### config.mk
export PLATFORM = sky130hd
export DESIGN_NAME = simple_path_counter_unit
export DESIGN_NICKNAME = d
export VERILOG_FILES = /design/src/spc_pkg.sv /design/src/spc_ram.sv /design/src/spc_datapath.sv /design/src/spc_ctrl.sv /design/src/simple_path_counter_unit.sv
export SDC_FILE = /design/constraint.sdc
export NUM_CORES = 1
export LEC_CHECK = 0
export BUFFER_PORTS_ARGS = -buffer_cell sky130_fd_sc_hd__buf_2
export CAP_MARGIN = 20
export CORE_UTILIZATION = 55
export CTS_BUF_LIST = sky130_fd_sc_hd__clkbuf_4
export CTS_CLUSTER_SIZE = 28
export DETAILED_ROUTE_END_ITERATION = 7
export PLACE_DENSITY = 0.71
export SLEW_MARGIN = 0
export SYNTH_ARGS = -nofsm -noshare
export SYNTH_HDL_FRONTEND = slang
export SYNTH_HIERARCHICAL = 1
export SYNTH_SLANG_ARGS = --single-unit
### constraint.sdc
create_clock -name i_clk -period 7.5 [get_ports i_clk]
set_input_delay 1.5 -clock i_clk [delete_from_list [all_inputs] [get_ports i_clk]]
set_output_delay 1.5 -clock i_clk [all_outputs]
set_load 0.01 [all_outputs]
### src/spc_pkg.sv
// Shared types and codes for the simple path counter.
// Depends on nothing; the other files in src, spc_ram aside, refer to it by scoped names.
package spc_pkg;

    localparam logic [1:0] CMD_ADD   = 2'd0;
    localparam logic [1:0] CMD_QUERY = 2'd1;
    localparam logic [1:0] CMD_CLEAR = 2'd2;
    localparam logic [1:0] CMD_NONE  = 2'd3;

    localparam logic [4:0] VCOUNT_RESET = 5'd16;

    typedef struct packed {
        logic [1:0] cmd;
        logic [3:0] src_vertex;
        logic [3:0] dst_vertex;
    } t_in_beat;

    typedef struct packed {
        logic [31:0] paths_found;
        logic        count_saturated;
        logic        bad_vertex;
    } t_out_beat;

    typedef enum logic [3:0] {
        DP_NOP,
        DP_LATCH,
        DP_EDGE_RD,
        DP_EDGE_WR,
        DP_CLEAR,
        DP_BAD,
        DP_TRIVIAL,
        DP_ROOT,
        DP_LOAD,
        DP_COUNT,
        DP_SAT,
        DP_SKIP,
        DP_PUSH,
        DP_POP,
        DP_LOAD_POP,
        DP_EMIT
    } t_dp_op;

    typedef struct packed {
        t_dp_op op;
    } t_dp_cmd;

    typedef struct packed {
        logic vertex_ok;
        logic same_vertex;
        logic mask_empty;
        logic next_is_dst;
        logic tally_max;
        logic depth_one;
        logic depth_full;
        logic out_free;
    } t_dp_stat;

endpackage

### src/spc_ram.sv
// Generic single-write, single-read RAM with registered read data.
// Depends on nothing.
module spc_ram #(
    parameter int WIDTH = 16,
    parameter int DEPTH = 16
) (
    input  logic                     i_clk,
    input  logic                     i_we,
    input  logic [$clog2(DEPTH)-1:0] i_waddr,
    input  logic [WIDTH-1:0]         i_wdata,
    input  logic [$clog2(DEPTH)-1:0] i_raddr,
    output logic [WIDTH-1:0]         o_rdata
);

    logic [WIDTH-1:0] r_mem [DEPTH];
    logic [WIDTH-1:0] r_rdata;

    always_ff @(posedge i_clk) begin
        if (i_we) begin
            r_mem[i_waddr] <= i_wdata;
        end
        r_rdata <= r_mem[i_raddr];
    end

    assign o_rdata = r_rdata;

endmodule

### src/spc_datapath.sv
// Datapath: adjacency RAM with row valid bits, backtracking stack RAM,
// walk registers, tally and result register. Uses spc_pkg and spc_ram.
module spc_datapath #(
    parameter int MAX_VERTICES = 16,
    parameter int COUNT_BITS   = 32
) (
    input  logic                i_clk,
    input  logic                i_rst_n,
    input  spc_pkg::t_dp_cmd    i_cmd,
    output spc_pkg::t_dp_stat   o_stat,
    input  spc_pkg::t_in_beat   i_in_beat,
    input  logic                i_cfg_we,
    input  logic [4:0]          i_cfg_data,
    output logic                o_out_valid,
    input  logic                i_out_ready,
    output spc_pkg::t_out_beat  o_out_beat
);

    localparam int MV   = MAX_VERTICES;
    localparam int VW   = $clog2(MV);
    localparam int DEPW = $clog2(MV + 1);
    localparam int SW   = VW + MV;

    logic [4:0]            r_vc,        n_vc;
    logic [3:0]            r_src,       n_src;
    logic [3:0]            r_dst,       n_dst;
    logic [MV-1:0]         r_visited,   n_visited;
    logic [DEPW-1:0]       r_depth,     n_depth;
    logic [VW-1:0]         r_top_vtx,   n_top_vtx;
    logic [MV-1:0]         r_top_pend,  n_top_pend;
    logic [COUNT_BITS-1:0] r_tally,     n_tally;
    logic                  r_sat,       n_sat;
    logic                  r_bad,       n_bad;
    logic [MV-1:0]         r_row_vld,   n_row_vld;
    logic                  r_rd_vld;
    logic                  r_out_valid, n_out_valid;
    spc_pkg::t_out_beat    r_out_beat,  n_out_beat;

    logic [VW-1:0]         src_v;
    logic [VW-1:0]         dst_v;
    logic                  src_ok;
    logic                  dst_ok;
    logic [MV-1:0]         in_use;
    logic [MV-1:0]         mask;
    logic [MV-1:0]         lowbit;
    logic [VW-1:0]         next_idx;
    logic [MV-1:0]         row_use;
    logic [COUNT_BITS+31:0] tally_ext;
    logic [DEPW-1:0]       depth_dec;
    logic [DEPW-1:0]       depth_dec2;

    logic                  adj_we;
    logic [VW-1:0]         adj_raddr;
    logic [MV-1:0]         adj_wdata;
    logic [MV-1:0]         adj_rdata;
    logic                  stk_we;
    logic [SW-1:0]         stk_wdata;
    logic [SW-1:0]         stk_rdata;

    assign src_v  = VW'(r_src);
    assign dst_v  = VW'(r_dst);
    assign src_ok = (32'(r_src) < 32'(r_vc)) && (32'(r_src) < MV);
    assign dst_ok = (32'(r_dst) < 32'(r_vc)) && (32'(r_dst) < MV);

    always_comb begin
        for (int i = 0; i < MV; i++) begin
            in_use[i] = (i < 32'(r_vc));
        end
    end

    assign mask   = r_top_pend & ~r_visited;
    assign lowbit = mask & (~mask + 1'b1);

    always_comb begin
        next_idx = '0;
        for (int i = 0; i < MV; i++) begin
            if (lowbit[i]) begin
                next_idx = next_idx | VW'(i);
            end
        end
    end

    assign row_use    = r_rd_vld ? adj_rdata : '0;
    assign tally_ext  = {32'd0, r_tally};
    assign depth_dec  = r_depth - DEPW'(1);
    assign depth_dec2 = r_depth - DEPW'(2);

    assign adj_we    = (i_cmd.op == spc_pkg::DP_EDGE_WR);
    assign adj_raddr = (i_cmd.op == spc_pkg::DP_PUSH) ? next_idx : src_v;
    assign adj_wdata = row_use | (MV'(1) << dst_v);
    assign stk_we    = (i_cmd.op == spc_pkg::DP_PUSH);
    assign stk_wdata = {r_top_vtx, r_top_pend & ~lowbit};

    spc_ram #(
        .WIDTH (MV),
        .DEPTH (MV)
    ) u_adj_ram (
        .i_clk   (i_clk),
        .i_we    (adj_we),
        .i_waddr (src_v),
        .i_wdata (adj_wdata),
        .i_raddr (adj_raddr),
        .o_rdata (adj_rdata)
    );

    spc_ram #(
        .WIDTH (SW),
        .DEPTH (MV)
    ) u_stk_ram (
        .i_clk   (i_clk),
        .i_we    (stk_we),
        .i_waddr (depth_dec[VW-1:0]),
        .i_wdata (stk_wdata),
        .i_raddr (depth_dec2[VW-1:0]),
        .o_rdata (stk_rdata)
    );

    always_comb begin
        n_vc        = i_cfg_we ? i_cfg_data : r_vc;
        n_src       = r_src;
        n_dst       = r_dst;
        n_visited   = r_visited;
        n_depth     = r_depth;
        n_top_vtx   = r_top_vtx;
        n_top_pend  = r_top_pend;
        n_tally     = r_tally;
        n_sat       = r_sat;
        n_bad       = r_bad;
        n_row_vld   = r_row_vld;
        n_out_valid = r_out_valid && !i_out_ready;
        n_out_beat  = r_out_beat;
        unique case (i_cmd.op)
            spc_pkg::DP_LATCH: begin
                n_src = i_in_beat.src_vertex;
                n_dst = i_in_beat.dst_vertex;
            end
            spc_pkg::DP_EDGE_WR: begin
                n_row_vld[src_v] = 1'b1;
            end
            spc_pkg::DP_CLEAR: begin
                n_row_vld = '0;
            end
            spc_pkg::DP_BAD: begin
                n_tally = '0;
                n_sat   = 1'b0;
                n_bad   = 1'b1;
            end
            spc_pkg::DP_TRIVIAL: begin
                n_tally = COUNT_BITS'(1);
                n_sat   = 1'b0;
                n_bad   = 1'b0;
            end
            spc_pkg::DP_ROOT: begin
                n_tally   = '0;
                n_sat     = 1'b0;
                n_bad     = 1'b0;
                n_visited = MV'(1) << src_v;
                n_depth   = DEPW'(1);
                n_top_vtx = src_v;
            end
            spc_pkg::DP_LOAD: begin
                n_top_pend = row_use & in_use;
            end
            spc_pkg::DP_COUNT: begin
                n_tally    = r_tally + COUNT_BITS'(1);
                n_top_pend = r_top_pend & ~lowbit;
            end
            spc_pkg::DP_SAT: begin
                n_sat = 1'b1;
            end
            spc_pkg::DP_SKIP: begin
                n_top_pend = r_top_pend & ~lowbit;
            end
            spc_pkg::DP_PUSH: begin
                n_visited = r_visited | lowbit;
                n_top_vtx = next_idx;
                n_depth   = r_depth + DEPW'(1);
            end
            spc_pkg::DP_POP: begin
                n_visited = r_visited & ~(MV'(1) << r_top_vtx);
                n_depth   = depth_dec;
            end
            spc_pkg::DP_LOAD_POP: begin
                n_top_vtx  = stk_rdata[SW-1:MV];
                n_top_pend = stk_rdata[MV-1:0];
            end
            spc_pkg::DP_EMIT: begin
                n_out_valid                = 1'b1;
                n_out_beat.paths_found     = tally_ext[31:0];
                n_out_beat.count_saturated = r_sat;
                n_out_beat.bad_vertex      = r_bad;
            end
            default: begin
            end
        endcase
    end

    always_ff @(posedge i_clk) begin
        if (!i_rst_n) begin
            r_vc        <= spc_pkg::VCOUNT_RESET;
            r_visited   <= '0;
            r_depth     <= '0;
            r_tally     <= '0;
            r_row_vld   <= '0;
            r_out_valid <= 1'b0;
        end else begin
            r_vc        <= n_vc;
            r_visited   <= n_visited;
            r_depth     <= n_depth;
            r_tally     <= n_tally;
            r_row_vld   <= n_row_vld;
            r_out_valid <= n_out_valid;
        end
    end

    always_ff @(posedge i_clk) begin
        r_src      <= n_src;
        r_dst      <= n_dst;
        r_top_vtx  <= n_top_vtx;
        r_top_pend <= n_top_pend;
        r_sat      <= n_sat;
        r_bad      <= n_bad;
        r_rd_vld   <= r_row_vld[adj_raddr];
        r_out_beat <= n_out_beat;
    end

    assign o_stat.vertex_ok   = src_ok && dst_ok;
    assign o_stat.same_vertex = (r_src == r_dst);
    assign o_stat.mask_empty  = (mask == '0);
    assign o_stat.next_is_dst = (next_idx == dst_v);
    assign o_stat.tally_max   = &r_tally;
    assign o_stat.depth_one   = (r_depth == DEPW'(1));
    assign o_stat.depth_full  = (r_depth == DEPW'(MV));
    assign o_stat.out_free    = !r_out_valid || i_out_ready;

    assign o_out_valid = r_out_valid;
    assign o_out_beat  = r_out_beat;

endmodule

### src/spc_ctrl.sv
// Controller: sequences edge loads, clears and the backtracking walk.
// Uses spc_pkg; drives the datapath by command and reads its status.
module spc_ctrl (
    input  logic               i_clk,
    input  logic               i_rst_n,
    input  logic               i_in_valid,
    output logic               o_in_ready,
    input  logic [1:0]         i_in_cmd,
    input  spc_pkg::t_dp_stat  i_stat,
    output spc_pkg::t_dp_cmd   o_cmd
);

    localparam logic [3:0] S_IDLE    = 4'd0;
    localparam logic [3:0] S_EDGE_RD = 4'd1;
    localparam logic [3:0] S_EDGE_WR = 4'd2;
    localparam logic [3:0] S_CLEAR   = 4'd3;
    localparam logic [3:0] S_QUERY   = 4'd4;
    localparam logic [3:0] S_LOAD    = 4'd5;
    localparam logic [3:0] S_STEP    = 4'd6;
    localparam logic [3:0] S_POP     = 4'd7;
    localparam logic [3:0] S_FINISH  = 4'd8;

    logic [3:0] r_state, n_state;

    always_comb begin
        n_state  = r_state;
        o_cmd.op = spc_pkg::DP_NOP;
        unique case (r_state)
            S_IDLE: begin
                if (i_in_valid) begin
                    unique case (i_in_cmd)
                        spc_pkg::CMD_ADD: begin
                            o_cmd.op = spc_pkg::DP_LATCH;
                            n_state  = S_EDGE_RD;
                        end
                        spc_pkg::CMD_QUERY: begin
                            o_cmd.op = spc_pkg::DP_LATCH;
                            n_state  = S_QUERY;
                        end
                        spc_pkg::CMD_CLEAR: begin
                            n_state = S_CLEAR;
                        end
                        default: begin
                        end
                    endcase
                end
            end
            S_EDGE_RD: begin
                if (i_stat.vertex_ok) begin
                    o_cmd.op = spc_pkg::DP_EDGE_RD;
                    n_state  = S_EDGE_WR;
                end else begin
                    n_state = S_IDLE;
                end
            end
            S_EDGE_WR: begin
                o_cmd.op = spc_pkg::DP_EDGE_WR;
                n_state  = S_IDLE;
            end
            S_CLEAR: begin
                o_cmd.op = spc_pkg::DP_CLEAR;
                n_state  = S_IDLE;
            end
            S_QUERY: begin
                if (!i_stat.vertex_ok) begin
                    o_cmd.op = spc_pkg::DP_BAD;
                    n_state  = S_FINISH;
                end else if (i_stat.same_vertex) begin
                    o_cmd.op = spc_pkg::DP_TRIVIAL;
                    n_state  = S_FINISH;
                end else begin
                    o_cmd.op = spc_pkg::DP_ROOT;
                    n_state  = S_LOAD;
                end
            end
            S_LOAD: begin
                o_cmd.op = spc_pkg::DP_LOAD;
                n_state  = S_STEP;
            end
            S_STEP: begin
                if (i_stat.mask_empty) begin
                    o_cmd.op = spc_pkg::DP_POP;
                    n_state  = i_stat.depth_one ? S_FINISH : S_POP;
                end else if (i_stat.next_is_dst) begin
                    if (i_stat.tally_max) begin
                        o_cmd.op = spc_pkg::DP_SAT;
                        n_state  = S_FINISH;
                    end else begin
                        o_cmd.op = spc_pkg::DP_COUNT;
                    end
                end else if (i_stat.depth_full) begin
                    o_cmd.op = spc_pkg::DP_SKIP;
                end else begin
                    o_cmd.op = spc_pkg::DP_PUSH;
                    n_state  = S_LOAD;
                end
            end
            S_POP: begin
                o_cmd.op = spc_pkg::DP_LOAD_POP;
                n_state  = S_STEP;
            end
            S_FINISH: begin
                if (i_stat.out_free) begin
                    o_cmd.op = spc_pkg::DP_EMIT;
                    n_state  = S_IDLE;
                end
            end
            default: begin
                n_state = S_IDLE;
            end
        endcase
    end

    always_ff @(posedge i_clk) begin
        if (!i_rst_n) begin
            r_state <= S_IDLE;
        end else begin
            r_state <= n_state;
        end
    end

    assign o_in_ready = (r_state == S_IDLE);

endmodule

### src/simple_path_counter_unit.sv
// Top level of the simple path counter: controller plus datapath.
// Uses spc_pkg, spc_ctrl, spc_datapath (which holds two spc_ram instances).
//
//   channel   handshake                 payload
//   in        i_in_valid / o_in_ready   i_in_beat  (cmd, src_vertex, dst_vertex)
//   out       o_out_valid / i_out_ready o_out_beat (paths_found, count_saturated,
//                                                   bad_vertex)
//   cfg       i_cfg_we                  i_cfg_data (vertex_count)
//
// Add edge: latch, adjacency read, row write; an out-of-range vertex skips the
// read and write. Clear: a single clear command. Unused command: no beat.
// Query: the walk loop of tallies, skipped neighbors, pushes and pops runs
// around the registered adjacency and stack RAM reads.
// Clear drops all rows at once through per-row valid bits; no sweep after reset.
// A finished result sits in the output register; the next beat is taken while
// it waits, and a later query holds its result until the register frees up.
module simple_path_counter_unit #(
    parameter int MAX_VERTICES = 16,
    parameter int COUNT_BITS   = 32
) (
    input  logic               i_clk,
    input  logic               i_rst_n,
    input  logic               i_in_valid,
    output logic               o_in_ready,
    input  spc_pkg::t_in_beat  i_in_beat,
    output logic               o_out_valid,
    input  logic               i_out_ready,
    output spc_pkg::t_out_beat o_out_beat,
    input  logic               i_cfg_we,
    input  logic [4:0]         i_cfg_data
);

    spc_pkg::t_dp_cmd  dp_cmd;
    spc_pkg::t_dp_stat dp_stat;

    spc_ctrl u_ctrl (
        .i_clk      (i_clk),
        .i_rst_n    (i_rst_n),
        .i_in_valid (i_in_valid),
        .o_in_ready (o_in_ready),
        .i_in_cmd   (i_in_beat.cmd),
        .i_stat     (dp_stat),
        .o_cmd      (dp_cmd)
    );

    spc_datapath #(
        .MAX_VERTICES (MAX_VERTICES),
        .COUNT_BITS   (COUNT_BITS)
    ) u_datapath (
        .i_clk       (i_clk),
        .i_rst_n     (i_rst_n),
        .i_cmd       (dp_cmd),
        .o_stat      (dp_stat),
        .i_in_beat   (i_in_beat),
        .i_cfg_we    (i_cfg_we),
        .i_cfg_data  (i_cfg_data),
        .o_out_valid (o_out_valid),
        .i_out_ready (i_out_ready),
        .o_out_beat  (o_out_beat)
    );

endmodule

Word level (Yosys, flattened, before mapping)
Memories as Yosys holds them, arrays and structs flattened. A register that Yosys moved wholly into a read port is not among the register bits.
Cells that the tools add are included.
{"block": "word_totals", "wordCells": 173, "register_bits": 144, "ram_bits": 576, "out_inout_bits": 36, "n_memories": 2}
{"name": "u_datapath.u_stk_ram.r_mem", "words": 16, "word_bits": 20, "read_ports": 1, "rd_ports_with_merged_regs": 1, "write_ports": 1, "line": "spc_ram.sv:15", "source": "logic [WIDTH-1:0] r_mem [DEPTH];"}
{"name": "u_datapath.u_adj_ram.r_mem", "words": 16, "word_bits": 16, "read_ports": 1, "rd_ports_with_merged_regs": 1, "write_ports": 1, "line": "spc_ram.sv:15"}
{"block": "classes", "shifts": 3, "n_bitwise": 12, "add_sub_neg": 5, "n_eq_ne": 33, "n_mux": 56, "magnitude_cmp": 21, "n_reduce_logical": 24}
{"op": "case mux 16 bit (3 select lines)", "n": 2}
{"op": "case mux 32 bit (3 select lines)", "n": 1}
{"op": "2-to-1 mux 4 bit", "n": 23}
{"op": "AND 16 bit", "n": 5}
{"op": "NOT 16 bit", "n": 4}
{"op": "bitwise OR 16 bit", "n": 3}
{"op": "left shift 1 x 4 -> 16 bit (first input constant)", "n": 3}
{"op": "less-than comparator 4 x 5 -> 1 bit (first input constant)", "n": 8}
{"op": "== test 4 bit (second input constant)", "n": 9}
{"op": "case mux 4 bit (9 select lines)", "n": 1}
{"op": "adder 32 x 1 -> 32 bit (second input constant)", "n": 1}
{"op": "== test 4 x 3 -> 1 bit (second input constant)", "n": 8}
{"op": "case mux 16 bit (2 select lines)", "n": 1}
{"op": "AND reduction 32 bit", "n": 1}
{"op": "case mux 4 bit (3 select lines)", "n": 2}
{"op": "case mux 4 bit (6 select lines)", "n": 1}
{"op": "less-than comparator 3 x 5 -> 1 bit (first input constant)", "n": 4}
{"op": "adder 16 x 1 -> 16 bit (second input constant)", "n": 1}
{"op": "logical NOT 16 bit", "n": 1}
{"op": "2-to-1 mux 16 bit", "n": 1}
{"op": "2-to-1 mux 3 bit", "n": 5}
{"op": "case mux 5 bit (3 select lines)", "n": 1}
{"op": "== test 4 x 2 -> 1 bit (second input constant)", "n": 3}
{"op": "nonzero test 3 bit", "n": 4}
{"op": "31 further kinds", "n": 61}

Longest topological paths before layout
{"block": "depth", "word_depth": 28, "ltp_mapped": 24, "mapped_depth_nobuf": 19}

Modules after synthesis
Netlist, hierarchy kept.
{"module": "spc_ram (u_datapath.u_stk_ram)", "seq_area_each_um2": 10009.6, "cells_per_inst": 533, "area_each_um2": 12530.8, "instances": 1}
{"module": "spc_ram (u_datapath.u_adj_ram)", "seq_area_each_um2": 8007.7, "cells_per_inst": 432, "area_each_um2": 10042.1, "instances": 1}
{"module": "spc_datapath", "seq_area_each_um2": 3443.3, "cells_per_inst": 833, "area_each_um2": 7633.6, "instances": 1}
{"module": "spc_ctrl", "seq_area_each_um2": 80.1, "cells_per_inst": 69, "area_each_um2": 525.5, "instances": 1}

Worst setup path before layout
Ideal clock, no wire load.
{"block": "synth_timing", "path_kind": "reg-to-reg", "startpoint": "register u_datapath.r_top_pend[4]", "endpoint": "memory u_datapath/u_stk_ram/r_mem[0][0] (netlist name) (enable)", "arrival_ns": 5.449, "slack_ns": 1.629, "stages_incl_launch_ff": 19, "path_cell_list": "edfxtp_1 nor2b_1 buf_4 nor4_4 nand3_1 o22a_1 xnor2_1 nor4_1 nor2_1 o21ai_1 mux2_2 o22ai_1 nand2_1 or3_1 clkbuf_1 inv_1 buf_2 or3b_2 nor3_1"}
{"item": "start: declaration", "line": "spc_datapath.sv:30", "source": "logic [MV-1:0] r_top_pend, n_top_pend;"}
{"item": "start signal: assignment", "line": "spc_datapath.sv:220", "source": "r_top_pend <= n_top_pend;"}
{"item": "end: declaration", "line": "spc_ram.sv:15"}

==> impl_metrics.csv <==
group,metric,value,unit
global_route,grt_max_degree,64,
power_and_ir_drop,power_density,246.5,nW/um^2
clocking,cts_sinks,756,
setup_path,max_stage_delay,0.86,ns
floorplan,io_pins,56,
setup_path,worstPathMaxFanout,27,
synthesis,async_flop_share,0,%
timing,post-route-worst-setup-slack,0.7711,ns
drt,ant_nets,0,
timing,rsz0062_at_grt,"false",
timing,hold_viol,0,
setup_path,cp_slowest_cell,"nor4_1",
setup_path,path_cells,"nor2b_1, nor4_4, nand4_1, o22a_1, xnor2_1, nor4_1, nor2_1, o21ai_1, mux2_2, o22ai_1, buf_4, nand2_1, or3_1, inv_1, a21o_1, inv_2, buf_4, mux4_2, a22oi_1, nand2_1",
clocking,cts_setup_buffers,0,
timing,fin_crit,6.729,ns
layout,final.fill_count,3995,
power_and_ir_drop,p_total,8.530,mW
drt,firstDrtPassIters,5,
clocking,clockBufferDepth,3,
power_and_ir_drop,power_leakage,11.62,nW
clocking,cts_resized,0,
timing,whs,0.4349,ns
hold_path,hold_class,"reg2reg",
setup_path,r2r_end,"u_datapath/u_adj_ram/o_rdata[15]",
global_route,grt_pass1_wl,106.9,mm
setup_path,crit_required,8.41,ns
synthesis,synthFlopType,"edfxtp_1",
timing,slew_headroom,21.26,%
drt,via_per_inst,6.035,
synthesis,synth_cell_types,93,
floorplan,die_y,238.4,um
layout,drive_gt1_share,27.47,%
layout,syn_to_final_growth,12.59,%
hold_path,worstHoldPathCells,0,
hold_path,min_to,"u_datapath/o_out_beat[24]",
placed_design,place_congestion,0.9113,
setup_path,r2r_setup_slack,0.77,ns
power_and_ir_drop,vdd_ir_drop_max,0.0001758,V
drt,drcViolationCount,0,
layout,fin_area,34600,sq um
synthesis,synth-seq-cells,756,
global_route,antenna_found_initial,2,
hold_path,hp-start,"u_datapath/r_tally[22]",
setup_path,cp-end-kind,"register",
synthesis,synth-edff-count,640,
clocking,clock_latency,1.03,ns
timing,setup_viol,0,
timing,period_share,89.72,%
layout,seqCellArea,21540,sq um
placed_design,io_buffer_count,55,
placed_design,placed_area,32110,sq um
synthesis,yosysWarnings,6,
timing,timing.fmax,148.6,MHz
placed_design,hpwl,43.03,mm
clocking,htreeDepth,4,
synthesis,synth.net_count,1905,
synthesis,synth_area,30730,sq um
floorplan,start_util,55.67,%
drt,drt-initial-drc-count,1565,
synthesis,synth_top_cell_by_area,"edfxtp_1",
setup_path,cp_data_arrival_time,7.64,ns
setup_path,worstSetupStartpointType,"register",
clocking,clk_pin_slew,0.08,ns
global_route,grt_pass1_vias,18030,
synthesis,yosys.area.top_type_share,62.54,%
synthesis,synthTopCellsByArea,"edfxtp_1 (63%), mux4_2 (8.7%), dfxtp_1 (7.6%)",
placed_design,pre_cts_ws,0.9118,ns
layout,nets,2119,
timing,skew,0.05601,ns
floorplan,die_w,238.4,um
clocking,holdBufCountCts,0,
global_route,grt_overflow,0,
synthesis,postSynthCellCount,1867,
floorplan,fp.dieArea,56830,sq um
timing,worst_pin_slew,1.180,ns
drt,wirelength,70.32,mm
timing,finalSetupTns,0,ns
synthesis,ys_seq_area_share,70.09,%
clocking,cts_buffers,179,
setup_path,crit_type,"reg2reg",
layout,multiInputGateArea,8687,sq um
synthesis,avgSynthCellArea,16.46,sq um
global_route,gr-usage-all-layers,25.62,%
drt,wl_per_cell,23.55,um
drt,vias,18020,
floorplan,core_region_area,55200,sq um
timing,slew_viol_final,0,
floorplan,row_count,86,
run_status,status,"finished, final reports clean",
clocking,root_buffer,"clkbuf_4",
clocking,cts_tree,"built",
setup_path,reg2regPathDepth,20,
setup_path,r2r_start,"u_datapath/r_top_pend[4]",
job,maxCapViolCount,0,
-- layer usage --
metal  routed length [um]  vias to the layer above  track usage [%]
li1                     -                     8025                -
met1                28570                     9087            34.44
met2                34300                      791            40.82
met3                 5508                      118            5.680
met4                 1936                        0            10.53
met5                    0                        -                0
-- through the flow --
step | utilization (%) | cells
after floorplan | - | 1867
after global placement | 58.09 | 2642
after detailed placement | 58.17 | 2646
after CTS | 62.59 | 2981
after global routing | 62.68 | 2986
final | 62.68 | 2986
-- power breakdown --
group / switching, mW / internal, mW / total (mW)
combinational: 0.286 / 0.183 / 0.469
clock: 1.60 / 1.81 / 3.41
sequential: 0.0481 / 4.60 / 4.65
total: 1.94 / 6.59 / 8.53
-- synth_stat cells, types with 4 or more instances --
cell	instances
buf_4	8
mux4_1	26
and2b_1	6
nand4_1	6
nand2b_1	27
a22oi_1	78
nand2_1	124
inv_1	27
o21ai_0	74
mux2_2	4
ha_1	18
buf_2	9
mux4_2	119
o22ai_1	9
or2_2	6
or3_1	6
o31ai_1	4
nor3_1	25
nor2_1	99
nor2b_1	33
dfxtp_1	116
o21ai_1	5
o211ai_1	13
a221o_1	17
and2_1	29
a31oi_1	14
buf_1	6
edfxtp_1	640
or2b_1	4
nand3_1	28
xor2_1	10
nor4_1	7
nand3b_1	6
a211oi_1	5
o21a_1	21
buf_6	12
a21oi_1	49
mux2i_1	10
a21boi_0	20
clkbuf_1	60
xnor2_1	4
and3_1	6
o32ai_1	5
-- kinds of logic after synthesis --
logic type                 synth area share (%)
AOI/OAI and AO/OA                         7.870
xor gates and xnor gates                 0.3990
adders and majority gates                0.7329
buffers and inverters                     1.942
DFF                                       70.09
muxes                                     11.45
and+or+nand+nor                           7.512
-- sequential cells by signal, summed over array words and instances, names as in the netlist --
signal	cells
u_datapath/dst_v	4
u_ctrl/r_state	4
u_datapath/r_top_pend	16
u_datapath/u_stk_ram/o_rdata	20
u_datapath/r_vc	5
u_datapath/r_bad	1
u_datapath/r_tally	32
u_datapath/o_out_beat	34
u_datapath/r_top_vtx	4
u_datapath/r_row_vld	16
u_datapath/r_src	4
u_datapath/u_adj_ram/o_rdata	16
u_datapath/r_sat	1
u_datapath/u_stk_ram/r_mem	320
u_datapath/r_depth	5
u_datapath/r_rd_vld	1
u_datapath/u_adj_ram/r_mem	256
u_datapath/r_visited	16
u_datapath/o_out_valid	1
-- cells in the final DEF (no fill, tap or decap), types with 7 or more instances in the layout --
cell,synthesis,routed
nand2_1,124,124
nor4_1,7,7
a21oi_1,49,49
nor2b_1,33,31
mux2i_1,10,10
nor2_2,1,14
buf_2,9,55
clkinv_2,0,9
dfxtp_1,116,115
mux4_2,119,119
nor3_2,0,8
a21boi_0,20,20
nand2b_1,27,27
o22ai_1,9,9
mux4_1,26,26
o21ai_0,74,73
a31oi_1,14,14
nand3_1,28,28
nor3_1,25,17
clkbuf_4,0,279
clkinv_1,1,34
buf_4,8,68
o211ai_1,13,13
inv_1,27,26
a221o_1,17,17
nor2_1,99,85
and2_1,29,29
o21a_1,21,20
a22oi_1,78,78
xor2_1,10,10
edfxtp_1,640,640
ha_1,18,18
-- worst max-delay path: cells and delay by family, from the launching register on --
family | cells | cell delay (ns)
and+or+nand+nor | 8 | 2.94
buffers and inverters | 4 | 1.51
AOI/OAI and AO/OA | 5 | 1.07
muxes | 2 | 0.53
DFF | 1 | 0.40
xor gates and xnor gates | 1 | 0.14
-- cell type report --
type,instances,area share (%)
diodes,3,0.02170
well taps,748,2.705
inverters,29,0.3182
repair buffers,128,2.528
clock buffers,279,6.053
multi-input cells,987,25.11
flip-flops and latches,756,62.26
clock inverters,56,1.005
-- how the worst max path moves through the flow --
| stage | startpoint | end |
|---|---|---|
| 3_3_place_gp | u_datapath/r_top_pend[4] | u_datapath/u_adj_ram/o_rdata[13] |
| 5_1_grt | u_datapath/r_top_pend[4] | u_datapath/u_adj_ram/o_rdata[13] |
| 6_report | u_datapath/r_top_pend[4] | u_datapath/u_adj_ram/o_rdata[15] |
| 4_1_cts | u_datapath/r_top_pend[4] | u_datapath/u_adj_ram/o_rdata[15] |
| 2_1_floorplan | u_datapath/r_top_pend[4] | u_datapath/u_stk_ram/r_mem[0][0] |
| 3_5_place_dp | u_datapath/r_top_pend[4] | u_datapath/u_adj_ram/o_rdata[15] |
Note: power is estimated with default switching activity, not from simulation.
